File: src/hw/rtl/pn9crc_pkg.sv
// shared types, constants and bit functions of the pn9 dewhitening frame receiver
package pn9crc_pkg;

    typedef enum logic [1:0] {
        PH_IDLE,
        PH_BODY,
        PH_CRCH,
        PH_CRCL
    } t_phase;

    typedef enum logic [2:0] {
        K_LEN,
        K_BODY,
        K_CRCH,
        K_CRCL,
        K_LONG
    } t_kind;

    typedef struct packed {
        t_kind      kind;
        logic [7:0] dw;
        logic [7:0] idx;
        logic [7:0] len;
        logic [7:0] plen;
    } t_item;

    localparam logic [7:0]  PN9_SEED      = 8'hFF;
    localparam logic        PN9_CARRY     = 1'b1;
    localparam logic [15:0] CRC16_GEN     = 16'h8005;
    localparam logic [15:0] CRC_INIT      = 16'hFFFF;
    localparam logic [7:0]  BYTE1_MASK    = 8'h89;
    localparam logic [7:0]  CHAIN_ADD     = 8'hDC;
    localparam logic [7:0]  MAX_LEN_RESET = 8'd64;
    localparam logic [8:0]  LEN_OVERHEAD  = 9'd3;

    localparam logic [1:0] ST_BUSY     = 2'd0;
    localparam logic [1:0] ST_OK       = 2'd1;
    localparam logic [1:0] ST_CRC_ERR  = 2'd2;
    localparam logic [1:0] ST_TOO_LONG = 2'd3;

    // eight lfsr steps, {carry, key}
    function automatic logic [8:0] pn9_step(input logic [8:0] st);
        logic [7:0] k;
        logic       c;
        logic       nc;
        k = st[7:0];
        c = st[8];
        for (int b = 0; b < 8; b++) begin
            nc = k[5] ^ k[0];
            k  = {c, k[7:1]};
            c  = nc;
        end
        return {c, k};
    endfunction

    function automatic logic [15:0] crc16_byte(input logic [15:0] crc, input logic [7:0] v);
        logic [15:0] c;
        logic [7:0]  x;
        logic        top;
        c = crc;
        x = v;
        for (int b = 0; b < 8; b++) begin
            top = c[15] ^ x[7];
            c   = {c[14:0], 1'b0};
            if (top) begin
                c = c ^ CRC16_GEN;
            end
            x = {x[6:0], 1'b0};
        end
        return c;
    endfunction

endpackage

File: src/hw/rtl/pn9crc_in_if.sv
// input byte channel
interface pn9crc_in_if;
    logic       valid;
    logic       ready;
    logic [7:0] raw_byte;
    logic       frame_start;

    modport source(output valid, raw_byte, frame_start, input ready);
    modport sink(input valid, raw_byte, frame_start, output ready);
endinterface

File: src/hw/rtl/pn9crc_out_if.sv
// result channel
interface pn9crc_out_if;
    logic       valid;
    logic       ready;
    logic [7:0] data_byte;
    logic [7:0] byte_index;
    logic       is_payload;
    logic       end_of_frame;
    logic [1:0] frame_status;
    logic [7:0] payload_length;

    modport source(output valid, data_byte, byte_index, is_payload, end_of_frame,
                   frame_status, payload_length, input ready);
    modport sink(input valid, data_byte, byte_index, is_payload, end_of_frame,
                 frame_status, payload_length, output ready);
endinterface

File: src/hw/rtl/pn9crc_cfg_if.sv
// configuration write channel
interface pn9crc_cfg_if;
    logic       valid;
    logic       ready;
    logic [7:0] max_frame_length;

    modport source(output valid, max_frame_length, input ready);
    modport sink(input valid, max_frame_length, output ready);
endinterface

File: src/hw/rtl/pn9crc_front.sv
// front end: dewhitening, frame tracking and classification of each byte
module pn9crc_front (
    input  logic               i_clk,
    input  logic               i_rst_n,
    pn9crc_in_if.sink          i_byte,
    pn9crc_cfg_if.sink         i_cfg,
    input  logic               i_full,
    output logic               o_push,
    output pn9crc_pkg::t_item  o_item
);
    import pn9crc_pkg::*;

    t_phase     r_phase, n_phase;
    logic [7:0] r_key, n_key;
    logic       r_carry, n_carry;
    logic [7:0] r_count;
    logic [7:0] r_len;
    logic [7:0] r_max_len;

    logic       w_acc;
    logic       w_active;
    t_phase     w_phase;
    logic [7:0] w_key;
    logic       w_carry;
    logic [7:0] w_idx;
    logic [7:0] w_dw;
    logic       w_too_long;
    logic [8:0] w_pn9;

    assign i_byte.ready = !i_full;
    assign i_cfg.ready  = 1'b1;

    assign w_acc      = i_byte.valid && i_byte.ready;
    assign w_active   = i_byte.frame_start || (r_phase != PH_IDLE);
    assign w_phase    = i_byte.frame_start ? PH_BODY : r_phase;
    assign w_key      = i_byte.frame_start ? PN9_SEED : r_key;
    assign w_carry    = i_byte.frame_start ? PN9_CARRY : r_carry;
    assign w_idx      = i_byte.frame_start ? 8'd0 : r_count;
    assign w_dw       = i_byte.raw_byte ^ w_key;
    assign w_too_long = ({1'b0, w_dw} + LEN_OVERHEAD) >= {1'b0, r_max_len};
    assign w_pn9      = pn9_step({w_carry, w_key});
    assign n_key      = w_pn9[7:0];
    assign n_carry    = w_pn9[8];

    always_comb begin
        n_phase = r_phase;
        unique case (w_phase)
            PH_IDLE: n_phase = PH_IDLE;
            PH_BODY: begin
                if (w_idx == 8'd0) begin
                    if (w_too_long) begin
                        n_phase = PH_IDLE;
                    end else if (w_dw == 8'd0) begin
                        n_phase = PH_CRCH;
                    end else begin
                        n_phase = PH_BODY;
                    end
                end else if (w_idx >= r_len) begin
                    n_phase = PH_CRCH;
                end else begin
                    n_phase = PH_BODY;
                end
            end
            PH_CRCH: n_phase = PH_CRCL;
            PH_CRCL: n_phase = PH_IDLE;
            default: n_phase = PH_IDLE;
        endcase
    end

    always_comb begin
        o_push      = w_acc && w_active;
        o_item.dw   = w_dw;
        o_item.idx  = w_idx;
        o_item.len  = r_len;
        o_item.plen = r_len + 8'd1;
        o_item.kind = K_BODY;
        unique case (w_phase)
            PH_BODY: begin
                if (w_idx == 8'd0) begin
                    o_item.kind = w_too_long ? K_LONG : K_LEN;
                    o_item.len  = w_dw;
                    o_item.plen = w_dw + 8'd1;
                end else begin
                    o_item.kind = K_BODY;
                end
            end
            PH_CRCH: o_item.kind = K_CRCH;
            PH_CRCL: o_item.kind = K_CRCL;
            default: o_item.kind = K_BODY;
        endcase
    end

    always_ff @(posedge i_clk) begin
        if (!i_rst_n) begin
            r_phase   <= PH_IDLE;
            r_key     <= PN9_SEED;
            r_carry   <= PN9_CARRY;
            r_count   <= 8'd0;
            r_len     <= 8'd0;
            r_max_len <= MAX_LEN_RESET;
        end else begin
            if (i_cfg.valid && i_cfg.ready) begin
                r_max_len <= i_cfg.max_frame_length;
            end
            if (w_acc && w_active) begin
                r_phase <= n_phase;
                r_key   <= n_key;
                r_carry <= n_carry;
                r_count <= w_idx + 8'd1;
                if ((w_phase == PH_BODY) && (w_idx == 8'd0)) begin
                    r_len <= w_dw;
                end
            end
        end
    end

endmodule

File: src/hw/rtl/pn9crc_queue.sv
// short fifo between front and back
module pn9crc_queue #(
    parameter int DEPTH = 2
) (
    input  logic               i_clk,
    input  logic               i_rst_n,
    input  logic               i_push,
    input  pn9crc_pkg::t_item  i_item,
    output logic               o_full,
    input  logic               i_pop,
    output logic               o_valid,
    output pn9crc_pkg::t_item  o_item
);
    import pn9crc_pkg::*;

    localparam int PW = (DEPTH > 1) ? $clog2(DEPTH) : 1;
    localparam int CW = $clog2(DEPTH + 1);
    localparam logic [PW-1:0] LAST = PW'(DEPTH - 1);
    localparam logic [CW-1:0] FULL = CW'(DEPTH);

    t_item         r_mem [DEPTH];
    logic [PW-1:0] r_wr, r_rd;
    logic [CW-1:0] r_cnt;
    logic          w_push, w_pop;

    assign o_full  = (r_cnt == FULL);
    assign o_valid = (r_cnt != '0);
    assign o_item  = r_mem[r_rd];
    assign w_push  = i_push && !o_full;
    assign w_pop   = i_pop && o_valid;

    always_ff @(posedge i_clk) begin
        if (w_push) begin
            r_mem[r_wr] <= i_item;
        end
    end

    always_ff @(posedge i_clk) begin
        if (!i_rst_n) begin
            r_wr  <= '0;
            r_rd  <= '0;
            r_cnt <= '0;
        end else begin
            if (w_push) begin
                r_wr <= (r_wr == LAST) ? '0 : r_wr + PW'(1);
            end
            if (w_pop) begin
                r_rd <= (r_rd == LAST) ? '0 : r_rd + PW'(1);
            end
            if (w_push && !w_pop) begin
                r_cnt <= r_cnt + CW'(1);
            end else if (w_pop && !w_push) begin
                r_cnt <= r_cnt - CW'(1);
            end
        end
    end

endmodule

File: src/hw/rtl/pn9crc_back.sv
// back end: crc, payload unscrambling and result register
module pn9crc_back (
    input  logic               i_clk,
    input  logic               i_rst_n,
    input  logic               i_valid,
    input  pn9crc_pkg::t_item  i_item,
    output logic               o_pop,
    pn9crc_out_if.source       o_res
);
    import pn9crc_pkg::*;

    logic [15:0] r_crc, n_crc;
    logic [7:0]  r_prev;
    logic [7:0]  r_ctrl, n_ctrl;
    logic [7:0]  r_crch;
    logic        r_out_valid;
    logic [7:0]  r_data, n_data;
    logic [7:0]  r_idx;
    logic        r_pay, n_pay;
    logic        r_eof, n_eof;
    logic [1:0]  r_st, n_st;
    logic [7:0]  r_plen, n_plen;
    logic [7:0]  w_chain;

    assign o_pop   = i_valid && (!r_out_valid || o_res.ready);
    assign w_chain = (r_prev + CHAIN_ADD) ^ i_item.dw;

    always_comb begin
        n_crc  = r_crc;
        n_ctrl = r_ctrl;
        n_data = i_item.dw;
        n_pay  = 1'b0;
        n_eof  = 1'b0;
        n_st   = ST_BUSY;
        n_plen = i_item.plen;
        case (i_item.kind)
            K_LEN: begin
                n_crc = crc16_byte(CRC_INIT, i_item.dw);
                n_pay = 1'b1;
            end
            K_BODY: begin
                n_crc = crc16_byte(r_crc, i_item.dw);
                n_pay = 1'b1;
                if (i_item.idx == 8'd1) begin
                    n_data = ~i_item.dw ^ BYTE1_MASK;
                end else if (i_item.idx < i_item.len) begin
                    n_data = w_chain;
                    if (i_item.idx == 8'd2) begin
                        n_ctrl = w_chain;
                    end
                end else if (i_item.idx == 8'd2) begin
                    // two-byte payload end decodes against itself
                    n_ctrl = i_item.dw;
                    n_data = 8'd0;
                end else begin
                    n_data = i_item.dw ^ r_ctrl;
                end
            end
            K_CRCH: begin
            end
            K_CRCL: begin
                n_eof = 1'b1;
                n_st  = ({r_crch, i_item.dw} == r_crc) ? ST_OK : ST_CRC_ERR;
            end
            K_LONG: begin
                n_eof  = 1'b1;
                n_st   = ST_TOO_LONG;
                n_plen = 8'd0;
            end
            default: begin
            end
        endcase
    end

    always_ff @(posedge i_clk) begin
        if (o_pop) begin
            r_data <= n_data;
            r_idx  <= i_item.idx;
            r_pay  <= n_pay;
            r_eof  <= n_eof;
            r_st   <= n_st;
            r_plen <= n_plen;
        end
    end

    always_ff @(posedge i_clk) begin
        if (!i_rst_n) begin
            r_out_valid <= 1'b0;
            r_crc       <= CRC_INIT;
            r_prev      <= 8'd0;
            r_ctrl      <= 8'd0;
            r_crch      <= 8'd0;
        end else begin
            if (o_pop) begin
                r_out_valid <= 1'b1;
                r_crc       <= n_crc;
                r_ctrl      <= n_ctrl;
                if ((i_item.kind == K_LEN) || (i_item.kind == K_BODY)) begin
                    r_prev <= i_item.dw;
                end
                if (i_item.kind == K_CRCH) begin
                    r_crch <= i_item.dw;
                end
            end else if (o_res.ready) begin
                r_out_valid <= 1'b0;
            end
        end
    end

    assign o_res.valid          = r_out_valid;
    assign o_res.data_byte      = r_data;
    assign o_res.byte_index     = r_idx;
    assign o_res.is_payload     = r_pay;
    assign o_res.end_of_frame   = r_eof;
    assign o_res.frame_status   = r_st;
    assign o_res.payload_length = r_plen;

endmodule

File: src/hw/rtl/pn9_crc16_frame_descrambler_top.sv
// top level of the pn9 dewhitening and crc-16 checking frame receiver
//
// i_byte carries whitened radio bytes with a frame_start mark; i_cfg writes
// max_frame_length (reset 64) and is always ready; o_res carries one result
// per byte that belongs to a frame, bytes outside a frame give none.
// a frame is the length byte, the payload and two crc bytes; the verdict
// (ok, crc error) comes with the last crc byte, and a frame that is too long
// gives a single result on its length byte with status too long.
// one byte per cycle is accepted while the fifo is not full; an accepted byte
// reaches o_res through the fifo and the output register: front end classifies and dewhitens, a
// QUEUE_DEPTH entry fifo decouples it from the back end, whose crc and
// unscrambling results sit in an output register.
// when the receiver stalls the output register holds and the fifo fills;
// i_byte.ready drops only once the fifo is full.
// reset is synchronous and empties the fifo and output register and
// restores the register default.
module pn9_crc16_frame_descrambler_top #(
    parameter int QUEUE_DEPTH = 2
) (
    input  logic          i_clk,
    input  logic          i_rst_n,
    pn9crc_in_if.sink     i_byte,
    pn9crc_cfg_if.sink    i_cfg,
    pn9crc_out_if.source  o_res
);
    import pn9crc_pkg::*;

    logic  w_push, w_full, w_pop, w_q_valid;
    t_item w_in_item, w_q_item;

    pn9crc_front u_front (
        .i_clk   (i_clk),
        .i_rst_n (i_rst_n),
        .i_byte  (i_byte),
        .i_cfg   (i_cfg),
        .i_full  (w_full),
        .o_push  (w_push),
        .o_item  (w_in_item)
    );

    pn9crc_queue #(
        .DEPTH (QUEUE_DEPTH)
    ) u_queue (
        .i_clk   (i_clk),
        .i_rst_n (i_rst_n),
        .i_push  (w_push),
        .i_item  (w_in_item),
        .o_full  (w_full),
        .i_pop   (w_pop),
        .o_valid (w_q_valid),
        .o_item  (w_q_item)
    );

    pn9crc_back u_back (
        .i_clk   (i_clk),
        .i_rst_n (i_rst_n),
        .i_valid (w_q_valid),
        .i_item  (w_q_item),
        .o_pop   (w_pop),
        .o_res   (o_res)
    );

endmodule

File: src/flat_wrapper.sv
// flat-port wrapper written by rule: the top's interface ports become plain ports
module pn9_crc16_frame_descrambler_top_flat import pn9crc_pkg::*;
#(
    parameter int QUEUE_DEPTH = 2
)
  (i_clk, i_rst_n, i_byte_valid, i_byte_raw_byte, i_byte_frame_start, i_byte_ready, i_cfg_valid, i_cfg_max_frame_length, i_cfg_ready, o_res_valid, o_res_data_byte, o_res_byte_index, o_res_is_payload, o_res_end_of_frame, o_res_frame_status, o_res_payload_length, o_res_ready);
  pn9crc_in_if i_byte_i ();
  pn9crc_cfg_if i_cfg_i ();
  pn9crc_out_if o_res_i ();
  input  logic i_clk;
  input  logic i_rst_n;
  input wire logic [$bits(i_byte_i.valid)-1:0] i_byte_valid;
  input wire logic [$bits(i_byte_i.raw_byte)-1:0] i_byte_raw_byte;
  input wire logic [$bits(i_byte_i.frame_start)-1:0] i_byte_frame_start;
  output wire logic [$bits(i_byte_i.ready)-1:0] i_byte_ready;
  input wire logic [$bits(i_cfg_i.valid)-1:0] i_cfg_valid;
  input wire logic [$bits(i_cfg_i.max_frame_length)-1:0] i_cfg_max_frame_length;
  output wire logic [$bits(i_cfg_i.ready)-1:0] i_cfg_ready;
  output wire logic [$bits(o_res_i.valid)-1:0] o_res_valid;
  output wire logic [$bits(o_res_i.data_byte)-1:0] o_res_data_byte;
  output wire logic [$bits(o_res_i.byte_index)-1:0] o_res_byte_index;
  output wire logic [$bits(o_res_i.is_payload)-1:0] o_res_is_payload;
  output wire logic [$bits(o_res_i.end_of_frame)-1:0] o_res_end_of_frame;
  output wire logic [$bits(o_res_i.frame_status)-1:0] o_res_frame_status;
  output wire logic [$bits(o_res_i.payload_length)-1:0] o_res_payload_length;
  input wire logic [$bits(o_res_i.ready)-1:0] o_res_ready;
  assign i_byte_i.valid = i_byte_valid;
  assign i_byte_i.raw_byte = i_byte_raw_byte;
  assign i_byte_i.frame_start = i_byte_frame_start;
  assign i_byte_ready = i_byte_i.ready;
  assign i_cfg_i.valid = i_cfg_valid;
  assign i_cfg_i.max_frame_length = i_cfg_max_frame_length;
  assign i_cfg_ready = i_cfg_i.ready;
  assign o_res_valid = o_res_i.valid;
  assign o_res_data_byte = o_res_i.data_byte;
  assign o_res_byte_index = o_res_i.byte_index;
  assign o_res_is_payload = o_res_i.is_payload;
  assign o_res_end_of_frame = o_res_i.end_of_frame;
  assign o_res_frame_status = o_res_i.frame_status;
  assign o_res_payload_length = o_res_i.payload_length;
  assign o_res_i.ready = o_res_ready;
  pn9_crc16_frame_descrambler_top #(.QUEUE_DEPTH(QUEUE_DEPTH)) u_core (.i_clk(i_clk), .i_rst_n(i_rst_n), .i_byte(i_byte_i), .i_cfg(i_cfg_i), .o_res(o_res_i));
endmodule
File: config.mk
export PLATFORM = sky130hd
export DESIGN_NAME = pn9_crc16_frame_descrambler_top_flat
export DESIGN_NICKNAME = d
export VERILOG_FILES = /design/src/hw/rtl/pn9crc_pkg.sv /design/src/hw/rtl/pn9crc_in_if.sv /design/src/hw/rtl/pn9crc_out_if.sv /design/src/hw/rtl/pn9crc_cfg_if.sv /design/src/hw/rtl/pn9crc_front.sv /design/src/hw/rtl/pn9crc_queue.sv /design/src/hw/rtl/pn9crc_back.sv /design/src/hw/rtl/pn9_crc16_frame_descrambler_top.sv /design/src/flat_wrapper.sv
export SDC_FILE = /design/constraint.sdc
export NUM_CORES = 1
export LEC_CHECK = 0
export BUFFER_PORTS_ARGS = -buffer_cell sky130_fd_sc_hd__buf_2
export CAP_MARGIN = 40
export CELL_PAD_IN_SITES_DETAIL_PLACEMENT = 1
export CELL_PAD_IN_SITES_GLOBAL_PLACEMENT = 1
export CORE_ASPECT_RATIO = 0.6
export CORE_MARGIN = 2
export CORE_UTILIZATION = 53
export DETAILED_ROUTE_END_ITERATION = 7
export GPL_TIMING_DRIVEN = 0
export PLACE_DENSITY = 0.89
export SYNTH_ARGS = -nofsm -noshare
export SYNTH_HDL_FRONTEND = slang
export SYNTH_SLANG_ARGS = --single-unit
File: constraint.sdc
create_clock -name i_clk -period 8.6 [get_ports i_clk]
set_input_delay 1.29 -clock i_clk [delete_from_list [all_inputs] [get_ports i_clk]]
set_output_delay 1.29 -clock i_clk [all_outputs]
set_load 0.005 [all_outputs]
==> results by group, run 1 <==
Power and ir drop
  – Worst-case vdd ir drop: 0.148 mV
  – Pwr dens: 304 mW/mm^2
  – Lkg Pwr: 0.00390 uW

Global routing
  – Grt total ovfl: 0
  – GRT Total Usage: roughly a third
  – Vias in the first global route: 7749
  – First-pass GRT wire length: 44300 microns
  – Largest net degree at the start of global routing: 25
  – Initial antenna violation count: 0

Finish
  – Final instance area: 0.0105 sq mm
  – Multi-input gate area: 0.00437 sq mm
  – Share of layout cells above drive strength 1: 14.1%
  – Layout Cells excl Fill: 1223
  – P&R area growth vs syn: 13.2%
  – Diode count: 0
  – FF/Latch Area: 0.00456 sq mm
  – # fillers: between 1500 and 2000
  – Nets: roughly 1000

Min path
  – Hold/Removal Path Class: reg -> reg
  – WHS Endpoint: u_core.u_front.r_count[1]$_SDFFE_PN0P_
  – Min-delay src: u_core.u_front.r_count[1]$_SDFFE_PN0P_
  – Hold Path Stages: 2

Logic synthesis
  – Synth Register Bits: 179
  – Mean Syn Cell Area: 10.3 sq um
  – EDFF count, synth: 98
  – Synth top area share: a little under a third
  – Seq/Total Area, Yosys: between 40% and 50%
  – Yosys cell types: 69
  – Post-synthesis async set-or-reset flop share: 0%
  – Syn. warnings: 0
  – Post-Syn Area: 0.00931 sq mm
  – Dominant cells by area after synthesis: edfxtp_1, dfxtp_1, xnor2_1, nor2_1, ha_1
  – Mapped Nets: 954
  – Most used DFF post-synth: edfxtp_1
  – Post-synth top area cell: edfxtp_1
  – Synth Instances: roughly 900
  – Post-synth top cells: nor2_1, edfxtp_1, dfxtp_1
  – Most frequent cell after synthesis: nor2_1

Drt
  – Vias: 7510
  – Vias/cell: 6.14
  – First drt pass iteration count: 6
  – DRC: 0
  – Drt wl/cell: approximately 24 microns
  – Post-DRT Antenna Nets: 0
  – 1st-iter DRT viols: 666
  – WL final: 28800 microns

Die
  – Core area: 0.0172 sq mm
  – IO Count: 53
  – Starting Density: 54.2%
  – Die width: 175 microns
  – Die height: around 110 microns
  – Die area: 0.0187 sq mm
  – Rows: 37

Job
  – Max cap viols: 0

Timing
  – TNS Setup: 0 ps
  – Slew headroom: a little under a third
  – Final Max Slew Viols: 0
  – Fmax: just over 200 MHz
  – WHS: 483 ps
  – Period utilization: a little under three fifths
  – Final WS setup: 3780 ps
  – Fin crit period: 4820 ps
  – RSZ-0062 raised after global routing: no
  – Least-Margin Pin Slew: 1040 ps
  – Setup violations, final: 0
  – Worst Skew: 11.2 ps
  – Final hold vios: 0

CTS
  – Post-CTS Setup Inserts: 0
  – Clock tree from TritonCTS: done
  – CTS max path bufs: 2
  – # H-tree levels: 4
  – Cts bufs inserted: 17
  – Root buf cell: clkbuf_16
  – Cts hold-fix bufs: 0
  – Clock Pin Slew Worst Setup and Hold Paths: 80 ps
  – Clk_lat worst skew: 440 ps
  – CTS sink cnt: 179
  – Cts repair resizes: 0

Worst setup path
  – R2R depth: 14
  – Worst reg2reg endpoint: u_core.u_back.o_res.data_byte[6]$_DFFE_PP_
  – Worst-path maximum fanout: 10
  – CP arrival: 4940 ps
  – Crit path launch type: primary input
  – CP Class: in -> reg
  – Worst setup EP type: register
  – R2R setup slack: 4450 ps
  – Required time of the critical path: between 8000 and 9000 ps

Placement
  – Port bufs: 49
  – DP Area: 0.00996 sq mm
  – Setup slack after placement: 3580 ps
  – Inst Count DP: 1191
  – HPWL Detailed: 19600 microns
  – GP Congestion: 0.865

Outcome
  – Status: finished clean
-- power breakdown --
group | internal [uW] | total, uW | switching [uW]
Combinational | 477 | 1240 | 760
Sequential | 1090 | 1180 | 85.5
Clock | 393 | 788 | 395
-- critical path, stage by stage --
cell and delay [ps]:
buf_2 100, buf_4 180, buf_2 290, buf_1 510, buf_1 460, nand2b_1 210, ha_1 140, nor2b_1 440
and2_1 210, clkbuf_1 270, clkbuf_1 490, o21ai_0 320
-- metal layers --
metal	GRT usage (%)	vias up	part of all wire (%)
met5	0	-	0
met4	12.9	0	3.2
met3	6.21	81	7.4
met2	49.6	351	45
met1	42.8	3733	44
li1	-	3345	-
-- registers in the layout, indices dropped and copies added, names as in the netlist, 8 cells and up, named ones only --
signal and count:
u_core.u_queue.r_mem 70, u_core.u_back.r_crc 16, u_core.u_back.o_res.byte_index 8, u_core.u_back.o_res.data_byte 8
u_core.u_back.o_res.payload_length 8, u_core.u_back.r_crch 8, u_core.u_back.r_ctrl 8, u_core.u_back.r_prev 8
u_core.u_front.r_count 8, u_core.u_front.r_key 8, u_core.u_front.r_len 8, u_core.u_front.r_max_len 8
-- logic make-up after synthesis --
kind of cell             after synthesis  share of synthesized area [%]
AND/OR/NAND/NOR                      277                           13.7
flip-flops                           179                           49.0
AO/OA/AOI/OAI                        177                           12.6
XOR/XNOR                             106                           11.1
buffers and inverters                 89                           4.14
multiplexers                          43                           5.46
adder cells (fa/ha/maj)               30                           4.03
other                                  1                         0.0403
-- layout by cell type, fill, tap and decap left out, types with 21 or more instances in the layout --
| cell type | synthesis | layout |
|---|---|---|
| xor2_1 | 37 | 37 |
| nor2_1 | 103 | 102 |
| clkbuf_1 | 30 | 31 |
| mux2i_1 | 25 | 25 |
| xnor2_1 | 60 | 60 |
| o21ai_0 | 43 | 43 |
| nand2_1 | 76 | 76 |
| a21oi_1 | 38 | 38 |
| inv_1 | 36 | 36 |
| ha_1 | 30 | 30 |
| a211oi_1 | 21 | 21 |
| dfxtp_1 | 81 | 81 |
| edfxtp_1 | 98 | 98 |
| buf_2 | 8 | 57 |
-- per-stage QoR --
step	power (uW)	util (%)
4_1_cts	3190	61.4
3_3_place_gp	2280	57.3
3_5_place_dp	2380	58.0
2_1_floorplan	1990	-
5_1_grt	3340	61.4
6_report	3200	61.4
-- final cells by class --
cell class                      count  area share, %
Clock inverter                     14           1.47
Clock buffer                       18           4.07
Timing Repair Buffer               55           3.25
Inverter                           37           1.32
Sequential cell                   179           43.3
Buffer                             52           2.34
Multi-Input combinational cell    634           41.5
Tap cell                          234           2.78
-- worst max path at each step --
| stage | start | endpoint | depth (start not counted) | slack [ps] |
|---|---|---|---|---|
| 2_1_floorplan | i_byte_frame_start | u_core.u_front.r_phase[0]$_SDFFE_PN0P_ | 15 | 4440 |
| 3_3_place_gp | i_byte_frame_start | u_core.u_queue.r_mem[0][10]$_DFFE_PP_ | 8 | 3120 |
| 3_5_place_dp | i_byte_frame_start | u_core.u_queue.r_mem[0][14]$_DFFE_PP_ | 12 | 3580 |
| 4_1_cts | i_byte_frame_start | u_core.u_queue.r_mem[0][14]$_DFFE_PP_ | 12 | 3930 |
| 5_1_grt | i_byte_frame_start | u_core.u_queue.r_mem[0][12]$_DFFE_PP_ | 12 | 3680 |
| 6_report | i_byte_frame_start | u_core.u_queue.r_mem[1][14]$_DFFE_PP_ | 12 | 3780 |
No activity file was read; power rests on OpenSTA's default activity.
==> run 2: changes to the inputs <==
- CORE_UTILIZATION: 53 -> 44
- PLACE_DENSITY: 0.89 -> 0.79
- clock period: 8.6 -> 4.2 ns (I/O delays scaled with it)
==> run 2 against run 1 <==
Net effect:
- count of clock-buffer cells in the layout increased by 1
- sequential share of layout area is 0.21 points lower
- combinational power grew 99%
- clock skew decreased by 0.65 ps
- via count down 5.0%
- first-iteration DRC count is 8.1% lower
- non-clock buffer count is 1 higher
- utilization is 11 points lower
- critical endpoint is now u_core.u_queue.r_mem[0][14]$_DFFE_PP_
- die area rose by 20%
- worst setup slack got worse by 3500 ps
==> results by group, run 2 (synthesis gave the netlist of run 1 again) <==
Drt
  – DRC: 0
  – Drt wl/cell: 20.6 microns
  – Met2 Wirelength: ~11000 microns
  – M1 WL: 13400 microns
  – WL final: approximately 26000 microns
  – Top Layer Used: met4
  – Metal3 WL: roughly 1100 microns
  – Post-DRT Antenna Nets: 0
  – Vias: 7137
  – 1st-iter DRT viols: approximately 610
  – Vias/cell: 5.62
  – First drt pass iteration count: 5

CTS
  – CTS max path bufs: 2
  – Post-CTS Setup Inserts: 0
  – Clock tree from TritonCTS: done
  – Clk_lat worst skew: ~450 ps
  – CTS sink cnt: 179
  – Root buf cell: clkbuf_16
  – Clock Pin Slew Worst Setup and Hold Paths: 70 ps
  – Cts repair resizes: 1
  – Cts hold-fix bufs: 0
  – # H-tree levels: 4
  – Cts bufs inserted: 17

Placement
  – HPWL Detailed: just under 20000 microns
  – GP Congestion: about 0.87
  – Inst Count DP: ~1200
  – Port bufs: 49

Global routing
  – Vias in the first global route: between 7000 and 8000
  – GRT Total Usage: roughly a quarter
  – Grt total ovfl: 0
  – Largest net degree at the start of global routing: 31
  – Initial antenna violation count: 0
  – First-pass GRT wire length: 41400 microns

Die
  – Die height: 117 microns
  – IO Count: 53
  – Die area: 0.0224 sq mm
  – Rows: 41
  – Starting Density: ~45%
  – Core area: between 0.02 and 0.025 sq mm
  – Die width: 192 microns

Finish
  – Share of layout cells above drive strength 1: approximately 14%
  – Layout Cells excl Fill: roughly 1300
  – Biggest registers after layout: u_core.u_queue.r_mem: 70 flops, u_core.u_back.r_crc: 16 flops
  – P&R area growth vs syn: 13.7%
  – Top reg by flops: u_core.u_queue.r_mem
  – Diode count: 0
  – # fillers: around 2300
  – Nets: 1029
  – Number of flip-flops under the largest register name: 70
  – Commonest non-fill, non-tap cell in the layout: nor2_1
  – Most frequent cells in the layout: nor2_1, edfxtp_1, dfxtp_1

Timing
  – Period utilization: roughly 93%
  – Slew headroom: 39.9%
  – Fin crit period: slightly below 4000 ps
  – Final Max Slew Viols: 0
  – Worst Skew: about 11 ps
  – WHS: 432 ps
  – Final hold vios: 0
  – Least-Margin Pin Slew: 898 ps
  – Setup violations, final: 0
  – Fmax: 255 MHz
  – RSZ-0062 raised after global routing: no

Worst setup path
  – Crit path launch type: primary input
  – Required time of the critical path: 4320 ps
  – Critical path cell sequence: buf_2 > buf_4 > buf_2 > buf_1 > buf_1 > nand2b_1 > ha_1 > nor2b_1 > and2_1 > clkbuf_1 > clkbuf_1 > o21ai_0
  – Worst setup EP type: register
  – CP arrival: 4040 ps
  – Worst-path maximum fanout: 10
  – CP Class: in -> reg
  – Crit path largest cell delay: 460 ps
  – Slowest CP cell: nor2b_1

Power and ir drop
  – Worst-case vdd ir drop: 0.345 mV
  – Pwr dens: 609 mW/mm^2
  – Lkg Pwr: 0.00391 uW

Job
  – Max cap viols: 0

Outcome
  – Status: finished clean

Min path
  – Hold/Removal Path Class: in -> reg
## run 2: critical path: cells and delay by family
family	cells	cell delay [ps]
compound gates	1	310
simple gates	3	860
fa+ha+maj	1	130
buf+inv	7	2090
## run 2: path summary, 6_finish.rpt
kind / end / startpoint / slack [ps] / depth (start not counted)
worst min register to register: u_core.u_front.r_count[1]$_SDFFE_PN0P_ / u_core.u_front.r_count[1]$_SDFFE_PN0P_ / 480 / 2
worst min-delay path: u_core.u_front.r_max_len[5]$_SDFFE_PN0P_ / i_cfg_max_frame_length[5] / 430 / 3
worst max register to register: u_core.u_back.o_res.data_byte[1]$_DFFE_PP_ / register / 280 / 14
worst max-delay path: u_core.u_queue.r_mem[0][14]$_DFFE_PP_ / i_byte_frame_start / 280 / 12
## run 2: where the power goes
part           switching (uW)  total [uW]  internal [uW]
sequential                162        2400           2240
clock                     751        1580            828
combinational            1490        2470            978
total                    2400        6450           4050
## run 2: routing by layer
| metal | up-vias | global-route usage [%] |
|---|---|---|
| met5 | - | 0 |
| met4 | 0 | 6.00 |
| met3 | 21 | 3.76 |
| met2 | 171 | 38.6 |
| met1 | 3598 | 36.6 |
| li1 | 3347 | - |
## run 2: metrics by stage
stage	utilization (%)	TNS [ps]	power, uW	worst slack (ps)	cell area [sq um]
2_1_floorplan	-	0	4070	701	9310
3_3_place_gp	47.4	-20400	4710	-585	9910
3_5_place_dp	48.0	-94.4	4860	-43.9	10000
4_1_cts	50.7	0	6470	186	10600
5_1_grt	50.7	0	6820	17.1	10600
6_report	50.7	0	6450	280	10600
## run 2: layout make-up
| cell class | instances | area, sq um | area share, % |
|---|---|---|---|
| timing repair buffer | 56 | 343 | 3.24 |
| clock inverter | 13 | 113 | 1.06 |
| clock buffer | 19 | 464 | 4.38 |
| multi-input combinational | 634 | 4370 | 41.3 |
| sequential | 179 | 4560 | 43.1 |
| inverter | 37 | 139 | 1.31 |
| tap | 279 | 349 | 3.30 |
| buffer | 52 | 249 | 2.35 |
==> run 3: changes to the inputs <==
- MAX_ROUTING_LAYER: not set -> met4
==> run 3 against run 2 <==
Net effect:
- critical path depth is the same
- clock power is essentially flat
- die area unchanged
- sequential power about the same
- power hardly changed
- first-iteration DRC count decreased by 15%
- non-clock buffer count did not move
- critical path type unchanged
- largest cell class unchanged
==> results by group, run 3 (synthesis gave the netlist of run 1 again) <==
Outcome
  – Status: finished clean

Timing
  – Worst Skew: 12.1 ps
  – Least-Margin Pin Slew: 856 ps
  – Final Max Slew Viols: 0
  – Setup violations, final: 0
  – RSZ-0062 raised after global routing: no
  – Slew headroom: roughly two fifths
  – WHS: around 430 ps
  – Period utilization: 93.5%
  – Final hold vios: 0
  – Final WS setup: 273 ps
  – Fmax: ~250 MHz
  – Fin crit period: roughly 3900 ps

Drt
  – First drt pass iteration count: 4
  – Vias/cell: 5.60
  – Vias: 7102
  – 1st-iter DRT viols: 519
  – Post-DRT Antenna Nets: 0
  – Drt wl/cell: 20.6 microns
  – WL final: 26100 microns
  – DRC: 0

Finish
  – Most frequent cells in the layout: nor2_1, edfxtp_1, dfxtp_1
  – P&R area growth vs syn: 13.7%
  – Biggest registers after layout: u_core.u_queue.r_mem: 70 flops, u_core.u_back.r_crc: 16 flops
  – Multi-input gate area: 0.00437 sq mm
  – Share of layout cells above drive strength 1: 14.4%
  – Commonest non-fill, non-tap cell in the layout: nor2_1
  – FF/Latch Area: 0.00456 sq mm
  – Top reg by flops: u_core.u_queue.r_mem
  – Nets: around 1000
  – Final core occ: 50.7%
  – Number of flip-flops under the largest register name: 70
  – Layout Cells excl Fill: 1269
  – Diode count: 0
  – # fillers: 2303

Global routing
  – Initial antenna violation count: 0
  – Grt total ovfl: 0
  – First-pass GRT wire length: ~42000 microns
  – GRT Total Usage: 25.7%
  – Largest net degree at the start of global routing: 31
  – Vias in the first global route: 7318

Die
  – Die height: 117 microns
  – Core area: 0.0209 sq mm
  – Rows: 41
  – IO Count: 53
  – Die width: 192 microns
  – Starting Density: between 40 and 50%
  – Die area: 0.0224 sq mm

Placement
  – GP Congestion: 0.889
  – Port bufs: 49
  – Inst Count DP: 1237
  – HPWL Detailed: 19500 microns
  – Setup slack after placement: -43.9 ps

CTS
  – Clk_lat worst skew: 450 ps
  – Cts bufs inserted: 17
  – Cts hold-fix bufs: 0
  – Clock tree from TritonCTS: done
  – CTS sink cnt: 179
  – Post-CTS Setup Inserts: 0
  – Clock Pin Slew Worst Setup and Hold Paths: 70 ps
  – # H-tree levels: 4
  – CTS max path bufs: 2
  – Cts repair resizes: 1
  – Root buf cell: clkbuf_16

Job
  – Max cap viols: 0

Worst setup path
  – Worst setup EP type: register
  – CP Class: in -> reg
  – Worst-path maximum fanout: 10
  – CP arrival: 4040 ps
  – Crit path launch type: primary input
  – Required time of the critical path: 4320 ps

Power and ir drop
  – Lkg Pwr: 0.00391 uW
  – Pwr dens: 608 mW/mm^2
  – Worst-case vdd ir drop: 0.345 mV
  – Total power: around 6400 uW

Min path
  – Hold/Removal Path Class: in -> reg
==> run 3: path summary, 6_finish.rpt <==
check / slack [ps] / from / cells after the start / endpoint
worst max-delay path: 270 / i_byte_frame_start / 12 / u_core.u_queue.r_mem[0][14]$_DFFE_PP_
worst min-delay path: 430 / i_cfg_max_frame_length[5] / 3 / u_core.u_front.r_max_len[5]$_SDFFE_PN0P_
worst max register to register: 290 / register / 13 / u_core.u_back.o_res.data_byte[7]$_DFFE_PP_
worst min register to register: 480 / u_core.u_front.r_count[1]$_SDFFE_PN0P_ / 2 / u_core.u_front.r_count[1]$_SDFFE_PN0P_
==> run 3: critical path: stages <==
cell and delay, ps:
buf_2 100, buf_4 170, buf_2 270, buf_1 440, buf_1 440, nand2b_1 200
ha_1 140, nor2b_1 460, and2_1 210, clkbuf_1 240, clkbuf_1 430, o21ai_0 310
==> run 3: layout make-up <==
class	instances	area share, %
Tap cell	279	3.30
Sequential cell	179	43.1
Multi-Input combinational cell	634	41.3
Clock buffer	19	4.38
Buffer	52	2.35
Timing Repair Buffer	56	3.24
Clock inverter	13	1.06
Inverter	37	1.31
==> run 3: through the flow <==
stage                     setup TNS, ps  instance area [sq um]
after floorplan                       0                   9310
after global placement           -20400                   9910
after detailed placement          -94.4                  10000
after CTS                             0                  10600
after global routing                  0                  10600
final                                 0                  10600
==> run 3: metal layers <==
metal | part of all wire, % | up-vias | global-route usage [%]
met5 | 0 | - | -
met4 | 0.91 | 0 | 6.00
met3 | 4.3 | 19 | 3.73
met2 | 44 | 169 | 38.5
met1 | 51 | 3569 | 36.8
li1 | - | 3345 | -
==> run 3: power by group <==
part / switching (uW) / total, uW / internal [uW]
clock: 749 / 1580 / 828
sequential: 163 / 2400 / 2240
combinational: 1490 / 2460 / 978
total: 2400 / 6440 / 4050
